**src/sv/aek_pkg.sv**
```systemverilog
package aek_pkg;

   // Key and position geometry
   localparam int unsigned KeyCount = 8;
   localparam int unsigned KeyWidth = 32;
   localparam int unsigned PosWidth = 3;

   // Packed stream widths (key_0 / order_0 in the lowest bits)
   localparam int unsigned ReqDataWidth = KeyCount * KeyWidth;
   localparam int unsigned RspDataWidth = KeyCount * PosWidth;

   typedef logic signed [KeyWidth-1:0] key_type;
   typedef logic [PosWidth-1:0]        pos_type;

   typedef key_type [KeyCount-1:0]     key_array_type;
   typedef pos_type [KeyCount-1:0]     order_array_type;

endpackage

```
**src/sv/aek_rank.sv**
```systemverilog
module aek_rank (
   input  aek_pkg::key_array_type   keys,
   output aek_pkg::order_array_type order
);
   import aek_pkg::*;

   pos_type rank [KeyCount];

   // Stable rank of each key: count keys below it, ties broken by position
   always_comb begin
      for (int i = 0; i < KeyCount; i++) begin
         rank[i] = '0;
         for (int j = 0; j < KeyCount; j++) begin
            if (j != i) begin
               if ((keys[j] < keys[i]) || ((keys[j] == keys[i]) && (j < i))) begin
                  rank[i] = rank[i] + pos_type'(1);
               end
            end
         end
      end
   end

   // Scatter positions to their ranks; ranks always form a permutation
   always_comb begin
      for (int k = 0; k < KeyCount; k++) begin
         order[k] = '0;
         for (int i = 0; i < KeyCount; i++) begin
            if (rank[i] == pos_type'(k)) begin
               order[k] = order[k] | pos_type'(i);
            end
         end
      end
   end

endmodule

```
**src/sv/argsort_eight_keys_core.sv**
```systemverilog
// Stable ascending argsort of eight signed Q16.16 keys.
//
// Request channel (req_*): one transaction carries key_0..key_7 packed in
// req_tdata, key_0 in the lowest 32 bits. Keys compare as signed 32-bit
// integers.
// Response channel (rsp_*): one transaction per request, order_0..order_7
// packed in rsp_tdata, 3 bits each, order_0 (position of the smallest key)
// lowest. Equal keys keep input order, lower position first.
//
// A request passes the input register, then the pairwise compare, rank count
// and scatter settle into the response register, which drives rsp_tvalid. A
// request can be taken every cycle while the receiver does not stall; the
// rate is set by the single compare stage between the two registers.
//
// Reset (synchronous, active high) empties both registers; no response is
// pending afterwards. When the receiver stalls, the response register holds
// its transaction and the input register still takes one more request;
// req_tready drops only while both are full and rsp_tready is low.
module argsort_eight_keys_core (
   input  logic                                 clock,
   input  logic                                 reset,
   // key_0 [31:0], key_1 [63:32], ... key_7 [255:224]
   input  logic [aek_pkg::ReqDataWidth-1:0]     req_tdata,
   input  logic                                 req_tvalid,
   output logic                                 req_tready,
   // order_0 [2:0], order_1 [5:3], ... order_7 [23:21]
   output logic [aek_pkg::RspDataWidth-1:0]     rsp_tdata,
   output logic                                 rsp_tvalid,
   input  logic                                 rsp_tready
);
   import aek_pkg::*;

   logic            in_valid_ff;
   logic            in_valid_in;
   key_array_type   keys_ff;
   logic            out_valid_ff;
   logic            out_valid_in;
   order_array_type order_ff;
   order_array_type order_calc;
   logic            advance;
   logic            req_accept;

   // Handshake: response register advances when the input register is full and it is empty or being drained
   assign advance    = in_valid_ff && (!out_valid_ff || rsp_tready);
   assign req_tready = !in_valid_ff || advance;
   assign req_accept = req_tvalid && req_tready;

   assign in_valid_in  = req_accept || (in_valid_ff && !advance);
   assign out_valid_in = advance || (out_valid_ff && !rsp_tready);

   // Control state
   always_ff @(posedge clock) begin
      if (reset) begin
         in_valid_ff  <= 1'b0;
         out_valid_ff <= 1'b0;
      end else begin
         in_valid_ff  <= in_valid_in;
         out_valid_ff <= out_valid_in;
      end
   end

   // Input register
   always_ff @(posedge clock) begin
      if (req_accept) begin
         keys_ff <= key_array_type'(req_tdata);
      end
   end

   aek_rank u_rank (
      .keys  (keys_ff),
      .order (order_calc)
   );

   // Response register
   always_ff @(posedge clock) begin
      if (advance) begin
         order_ff <= order_calc;
      end
   end

   assign rsp_tdata  = RspDataWidth'(order_ff);
   assign rsp_tvalid = out_valid_ff;

endmodule

```
**config.mk**
```make
export PLATFORM = sky130hd
export DESIGN_NAME = argsort_eight_keys_core
export DESIGN_NICKNAME = d
export VERILOG_FILES = /design/src/sv/aek_pkg.sv /design/src/sv/aek_rank.sv /design/src/sv/argsort_eight_keys_core.sv
export SDC_FILE = /design/constraint.sdc
export NUM_CORES = 2
export LEC_CHECK = 0
export CORE_UTILIZATION = 58
export DETAILED_ROUTE_END_ITERATION = 6
export DONT_BUFFER_PORTS = 1
export PLACE_DENSITY = 0.81
export REMOVE_ABC_BUFFERS = 1
export SETUP_SLACK_MARGIN = 0.15
export SYNTH_ARGS = -nofsm -noshare
export SYNTH_HDL_FRONTEND = slang
export SYNTH_SLANG_ARGS = --single-unit
export TNS_END_PERCENT = 5
```
**constraint.sdc**
```tcl
create_clock -name clock -period 14.7 [get_ports clock]
set_input_delay 2.205 -clock clock [delete_from_list [all_inputs] [get_ports clock]]
set_output_delay 2.205 -clock clock [all_outputs]
set_load 0.01 [all_outputs]
```
Word-level counts from Yosys, hierarchy flattened
Cells that the tools add are included.
{"block": "totals", "reg_bits": 282, "word_cells": 346}
{"block": "classes", "addsub": 42, "order_cmp": 49, "n_eq_ne": 77, "muxes": 81, "n_reduce_logical": 63}
{"op": "$lt A32 B32 Y1", "count": 49}
{"op": "$eq A32 B32 Y1", "count": 28}
{"op": "$add A3 B1 Y3 const B", "count": 42}
{"op": "$mux W3", "count": 42}
{"op": "$eq A3 B3 Y1 const B", "count": 28}
{"op": "$eq A3 B2 Y1 const B", "count": 14}
{"op": "$logic_or A1 B1 Y1", "count": 32}
{"op": "$mux W2", "count": 16}
{"op": "$reduce_or A4 Y1", "count": 8}
{"op": "$mux W1", "count": 23}
{"op": "$eq A3 B1 Y1 const B", "count": 7}
{"op": "$logic_not A3 Y1", "count": 7}
{"op": "$reduce_or A2 Y1", "count": 8}
{"op": "$logic_and A1 B1 Y1", "count": 4}
{"op": "$logic_not A1 Y1", "count": 4}

Logic depth before layout (Yosys ltp)
{"block": "depth", "word_depth": 20, "depth_mapped": 34}

Hierarchy
Synthesis repeated with hierarchy kept, for this count alone.
{"block": "hier_totals", "hier_cells": 3286, "hier_area_um2": 32557.5}
{"module": "aek_rank", "instances": 1, "cells_each": 2996, "area_each_um2": 24045.6, "seq_area_each_um2": 0.0}
{"module": "argsort_eight_keys_core", "instances": 1, "cells_each": 290, "area_each_um2": 8511.9, "seq_area_each_um2": 8448.1}

Worst setup path after synthesis
Ideal clock, no wire load.
{"block": "synth_timing", "kind": "input-to-reg", "from": "input port rsp_tready", "to": "register keys_ff[0] in the netlist's numbering (enable)", "setup_time_ns": 0.651, "t_arrival_ns": 8.251, "slack_ns": 5.798, "stages": 3, "path_buffers": 0, "path_cell_list": "nor2b_1 nand2_1 and2_1"}
{"block": "synth_between", "elab_chain_len": 4}
{"item": "start, declared", "line": "argsort_eight_keys_core.sv:29", "rtl": "input logic rsp_tready"}
{"item": "$logic_or A1 B1 Y1", "line": "argsort_eight_keys_core.sv:44", "rtl": "assign advance = in_valid_ff && (!out_valid_ff || rsp_tready);"}
{"item": "$logic_and A1 B1 Y1", "line": "argsort_eight_keys_core.sv:44"}
{"item": "$logic_or A1 B1 Y1", "line": "argsort_eight_keys_core.sv:45", "rtl": "assign req_tready = !in_valid_ff || advance;"}
{"item": "net req_tready", "line": "argsort_eight_keys_core.sv:25", "rtl": "output logic req_tready,"}
{"item": "$logic_and A1 B1 Y1", "line": "argsort_eight_keys_core.sv:46", "rtl": "assign req_accept = req_tvalid && req_tready;"}
{"item": "net req_accept", "line": "argsort_eight_keys_core.sv:41", "rtl": "logic req_accept;"}
{"item": "end signal, assigned", "line": "argsort_eight_keys_core.sv:65", "rtl": "keys_ff <= key_array_type'(req_tdata);"}
{"item": "end, declared", "line": "argsort_eight_keys_core.sv:35", "rtl": "key_array_type keys_ff;"}
The timed path passes the listed nets, and every way through them passes these cells.
A chain may end at the register's enable or synchronous reset.

Worst setup path in the final report
{"block": "layout_timing", "from": "register keys_ff[33] in the netlist's numbering", "to": "register order_ff, in the netlist rsp_tdata[21], data pin"}
{"block": "layout_between", "elab_chain_len": 20, "elab_cells_between_ends": 72, "cone_classes": "add/sub: 21; order compare: 10; eq/ne: 8; mux: 29; reduce/logical: 4"}
{"item": "$lt A32 B32 Y1 / $eq A32 B32 Y1 (equally long branches)", "line": "aek_rank.sv:15", "rtl": "if ((keys[j] < keys[i]) || ((keys[j] == keys[i]) && (j < i))) begin"}
{"item": "$logic_or A1 B1 Y1", "line": "aek_rank.sv:15"}
{"item": "$mux W1", "line": "aek_rank.sv:15"}
{"item": "$add A3 B1 Y3", "line": "aek_rank.sv:16", "rtl": "rank[i] = rank[i] + pos_type'(1);"}
{"item": "$mux W3", "line": "aek_rank.sv:15"}
{"item": "$add A3 B1 Y3", "line": "aek_rank.sv:16"}
{"item": "$mux W3", "line": "aek_rank.sv:15"}
{"item": "$add A3 B1 Y3", "line": "aek_rank.sv:16"}
{"item": "[3 not listed]"}
{"item": "$add A3 B1 Y3", "line": "aek_rank.sv:16"}
{"item": "$mux W3", "line": "aek_rank.sv:15"}
{"item": "$add A3 B1 Y3", "line": "aek_rank.sv:16"}
{"item": "$mux W3", "line": "aek_rank.sv:15"}
{"item": "$eq A3 B3 Y1", "line": "aek_rank.sv:28", "rtl": "if (rank[i] == pos_type'(k)) begin"}
{"item": "$mux W1", "line": "aek_rank.sv:28"}
{"item": "$mux W2 (2 in a row)", "line": "aek_rank.sv:28"}
{"item": "$mux W1", "line": "aek_rank.sv:28"}
{"item": "end signal, assigned", "line": "argsort_eight_keys_core.sv:77", "rtl": "order_ff <= order_calc;"}
{"item": "end, declared", "line": "argsort_eight_keys_core.sv:38", "rtl": "order_array_type order_ff;"}
Parallel ways exist; a longest one is shown, timed or not.

==> metrics.sh <==
POWER.DENSITY_nW_PER_UM2=106
SYNTH_COMPOUND_AREA_FRAC=0.173
YOSYS_MOST_USED_DFF='edfxtp_1'
POWER.LEAKAGE_uW=0.0162
CP_DATA_ARRIVAL_TIME_PS=7930
YOSYS-MUX-AREA-FRACTION=0.00388
AREA.GROWTH.SYNTH_TO_FINAL_PCT=6.18
GRT_ANTENNA_BEFORE_REPAIR=9
WORST-PATH-MAX-FANOUT=7
DESIGN_AREA_SQ_UM=34500
CTS_REPAIR_RESIZE_COUNT=0
CAP_VIOLATIONS=1
ASYNC_SET_OR_RESET_FLOP_FRACTION_IN_THE_SYNTHESIZED_NETLIST=0
POST_SYNTH_INST_COUNT=3294
NUMBER_OF_CTS_INSERTED_BUFFERS=30
H-TREE-DEPTH=1
POST_SYNTH_AND_OR_NAND_NOR_AREA_FRACTION=0.144
GRT_PASS1_WL_UM=163000
INSTANCES_NO_FILL=4107
CTS_TREE='built'
FLOORPLAN.INITIALDENSITY=0.588
TIMING.SETUP.TNS_PS=0
CTS_SETUP_BUFFERS=0
STARTPOINT_TYPE='flop'
SYNTH.FF_LATCH_COUNT=282
CLK_PIN_SLEW_WORST_PATHS_PS=60
WORSTSETUPPATHTYPE='reg2reg'
DETAILED_ROUTING_ITERATIONS_PASS_1=6
FINAL-HOLD-VIOLATION-COUNT=0
DRC=0
NETLIST_TOP_CELLS_AREA='ha_1 36%, edfxtp_1 26%, a21oi_1 4.0%, nand4_1 3.6%, inv_1 3.2%'
CTS-ROOT-TO-SINK-BUFFERS=3
FINALCLOCKSKEW_PS=28.4
PLACE_INST=4044
PLACED_AREA_SQ_UM=33500
SYNTH-EDFF-COUNT=280
SYNTH-SEQ-AREA-SHARE=0.260
CLOCK_TREE.ROOT_CELL='clkbuf_16'
DIEAREA_SQ_UM=57000
TOP_LEVEL_I_O_COUNT=286
RUN_STATUS='finished with violations'
FIN_UTIL=0.625
FINALCRITPERIODSHARE=0.517
REGISTER_AREA_SQ_UM=8450
NETLIST.TOP_CELL.BY_AREA='ha_1'
N_FILL_CELL=4631
VIAS_IN_THE_FIRST_GLOBAL_ROUTE=26400
PLACEABLECOREAREA_SQ_UM=55300
SETUP.WORST_PATH.END_CLASS='flop'
LAYOUT-DRIVE-GT1-SHARE=0.0316
CP.REQUIRED_PS=15030
RSZ0062_AT_GRT='no'
YOSYS.AREA_SHARE.ADDER=0.361
DETAILROUTE.VIA_COUNT=28100
FINAL-SETUP-VIOL-COUNT=0
HPWLAFTERDP_UM=93200
WIRE_PER_INST_UM=27.4
PIN_COUNT_OF_THE_BIGGEST_NET_ENTERING_GLOBAL_ROUTING=75
CPPEAKSTAGEDELAY_PS=680
SHORTEST_CLOCK_PERIOD_THE_WORST_PATH_ALLOWS_AFTER_LAYOUT_PS=7590
FAILED_CHECKS='max-capacitance violations'
MOSTFREQUENTLAYOUTCELL='ha_1'
TOTALWIRELENGTH_UM=113000
SYNTH_TOP_CELL_AREA_SHARE=0.361
GR-USAGE-ALL-LAYERS=0.389
YOSYS.AREA_SHARE.XOR_XNOR=0.0257
HIGHEST_CLOCK_RATE_MHz=132
PORT_BUFFERS=0
SYNTH.CELL_AREA_SQ_UM=32500
WORSTSKEWPAIRLATENCY_PS=610
SYNTHDISTINCTLIBCELLS=96
NETS=4526
PEAKVDDDROP_mV=0.109
SYNTH_TOP_FAMILY_BY_AREA='adder cells'
YOSYS_WARNINGS=0
MAXSLEWVIOLCOUNT=0
CRITICAL_PATH.SLOWEST_CELL='or4b_2'
INITIALDRTVIOLATIONCOUNT=3253
WORST_SLEW_PIN_SLEW_PS=1470
CLOCK_SINK_COUNT=282
POST_DRT_VIA_CELL_RATIO=6.84
CTS_HOLD_BUF=0
ROW_COUNT=86
GRT_OVERFLOW_TOTAL=0
TIMING.SLEW.HEADROOM=0.0139
MULTI_INPUT_COMB_AREA_SQ_UM=23000
GP_CONGESTION=1.15
ROUTED_ANTENNA_NETS=0
DIE_WIDTH_UM=239
WORSTHOLDPATHTYPE='reg2reg'
COMMONEST_CELLS_AFTER_ROUTING_FILL_AND_TAPS_ASIDE='938 x ha_1, 280 x edfxtp_1, 276 x inv_1'
SYN_AREA_PER_CELL_SQ_UM=9.88
DIE_Y_UM=239
-- metal layers --
metal	vias up	track usage	share of wire
li1	13000	-	-
met1	13000	0.483	0.38
met2	1695	0.587	0.42
met3	427	0.0846	0.11
met4	0	0.303	0.093
met5	-	0	0
-- flip-flops by register name, summed over array words and instances, names as in the netlist --
| name | flops |
|---|---|
| keys_ff | 256 |
| rsp_tdata | 24 |
| in_valid_ff | 1 |
| rsp_tvalid | 1 |
-- kinds of logic (layout without fill, tap and decap cells) --
logic type	Yosys count	after routing
adder cells (fa/ha/maj)	938	938
AND/OR/NAND/NOR	869	869
AO/OA/AOI/OAI	849	849
buffers and inverters	284	342
flip-flops	282	282
XOR/XNOR	61	61
multiplexers	11	11
other	0	7
-- stage by stage --
stage / total power (uW) / worst slack, ps / hold slack [ps]
floorplan: 2380 / 5800 / 478
global placement: 2800 / 7370 / 503
detailed placement: 2840 / 7290 / 509
CTS: 3630 / 7270 / 521
global route: 3890 / 6800 / 549
finish: 3670 / 7110 / 517
-- where the power goes --
group          internal [uW]  switching (uW)
combinational            710            1030
sequential              1030             116
clock                    442             337
total                   2180            1490
-- cell type report --
cell class / instances / area share
Clock buffer: 34 / 0.0228
Timing Repair Buffer: 10 / 0.00217
Tap cell: 748 / 0.0271
Antenna cell: 7 / 0.000507
Multi-Input combinational cell: 2728 / 0.666
Sequential cell: 282 / 0.245
Inverter: 276 / 0.0300
Clock inverter: 22 / 0.00648
-- Yosys cell counts, drive strengths merged, types with 10 or more instances --
cell type and number:
nor3 41, and2 12, nor4 45, a221oi 10, nand4 188, xor2 25, a31oi 19, or2 10
nor2b 59, nand3 79, nand2b 44, o21a 62, nor2 125, a211o 10, a211oi 28, a21o 135
ha 938, o31ai 14, or3 18, xnor2 19, a21oi 262, nand2 182, edfxtp 280, xnor3 14
a21boi 17, o21ai 123, and3 17, o211ai 31, and4 19, inv 276, o21bai 11
-- critical path: cells and delay by family (launching register included) --
| kind | cells | cell delay (ps) |
|---|---|---|
| xor+xnor | 3 | 1070 |
| fa+ha+maj | 6 | 1720 |
| buf+inv | 1 | 280 |
| simple gates | 10 | 2030 |
| compound gates | 9 | 1570 |
| flops | 1 | 350 |
| mux | 2 | 340 |
-- final timing paths --
| check | from | endpoint | slack, ps | depth (start not counted) |
|---|---|---|---|---|
| worst min-delay path | in_valid_ff | rsp_tvalid | 520 | 2 |
| worst max register to register | keys_ff[33] | rsp_tdata[21] | 7110 | 31 |
| worst max-delay path | keys_ff[33] | rsp_tdata[21] | 7110 | 31 |
| worst min register to register | in_valid_ff | rsp_tvalid | 520 | 2 |
Power figures use the tool's default switching activity.
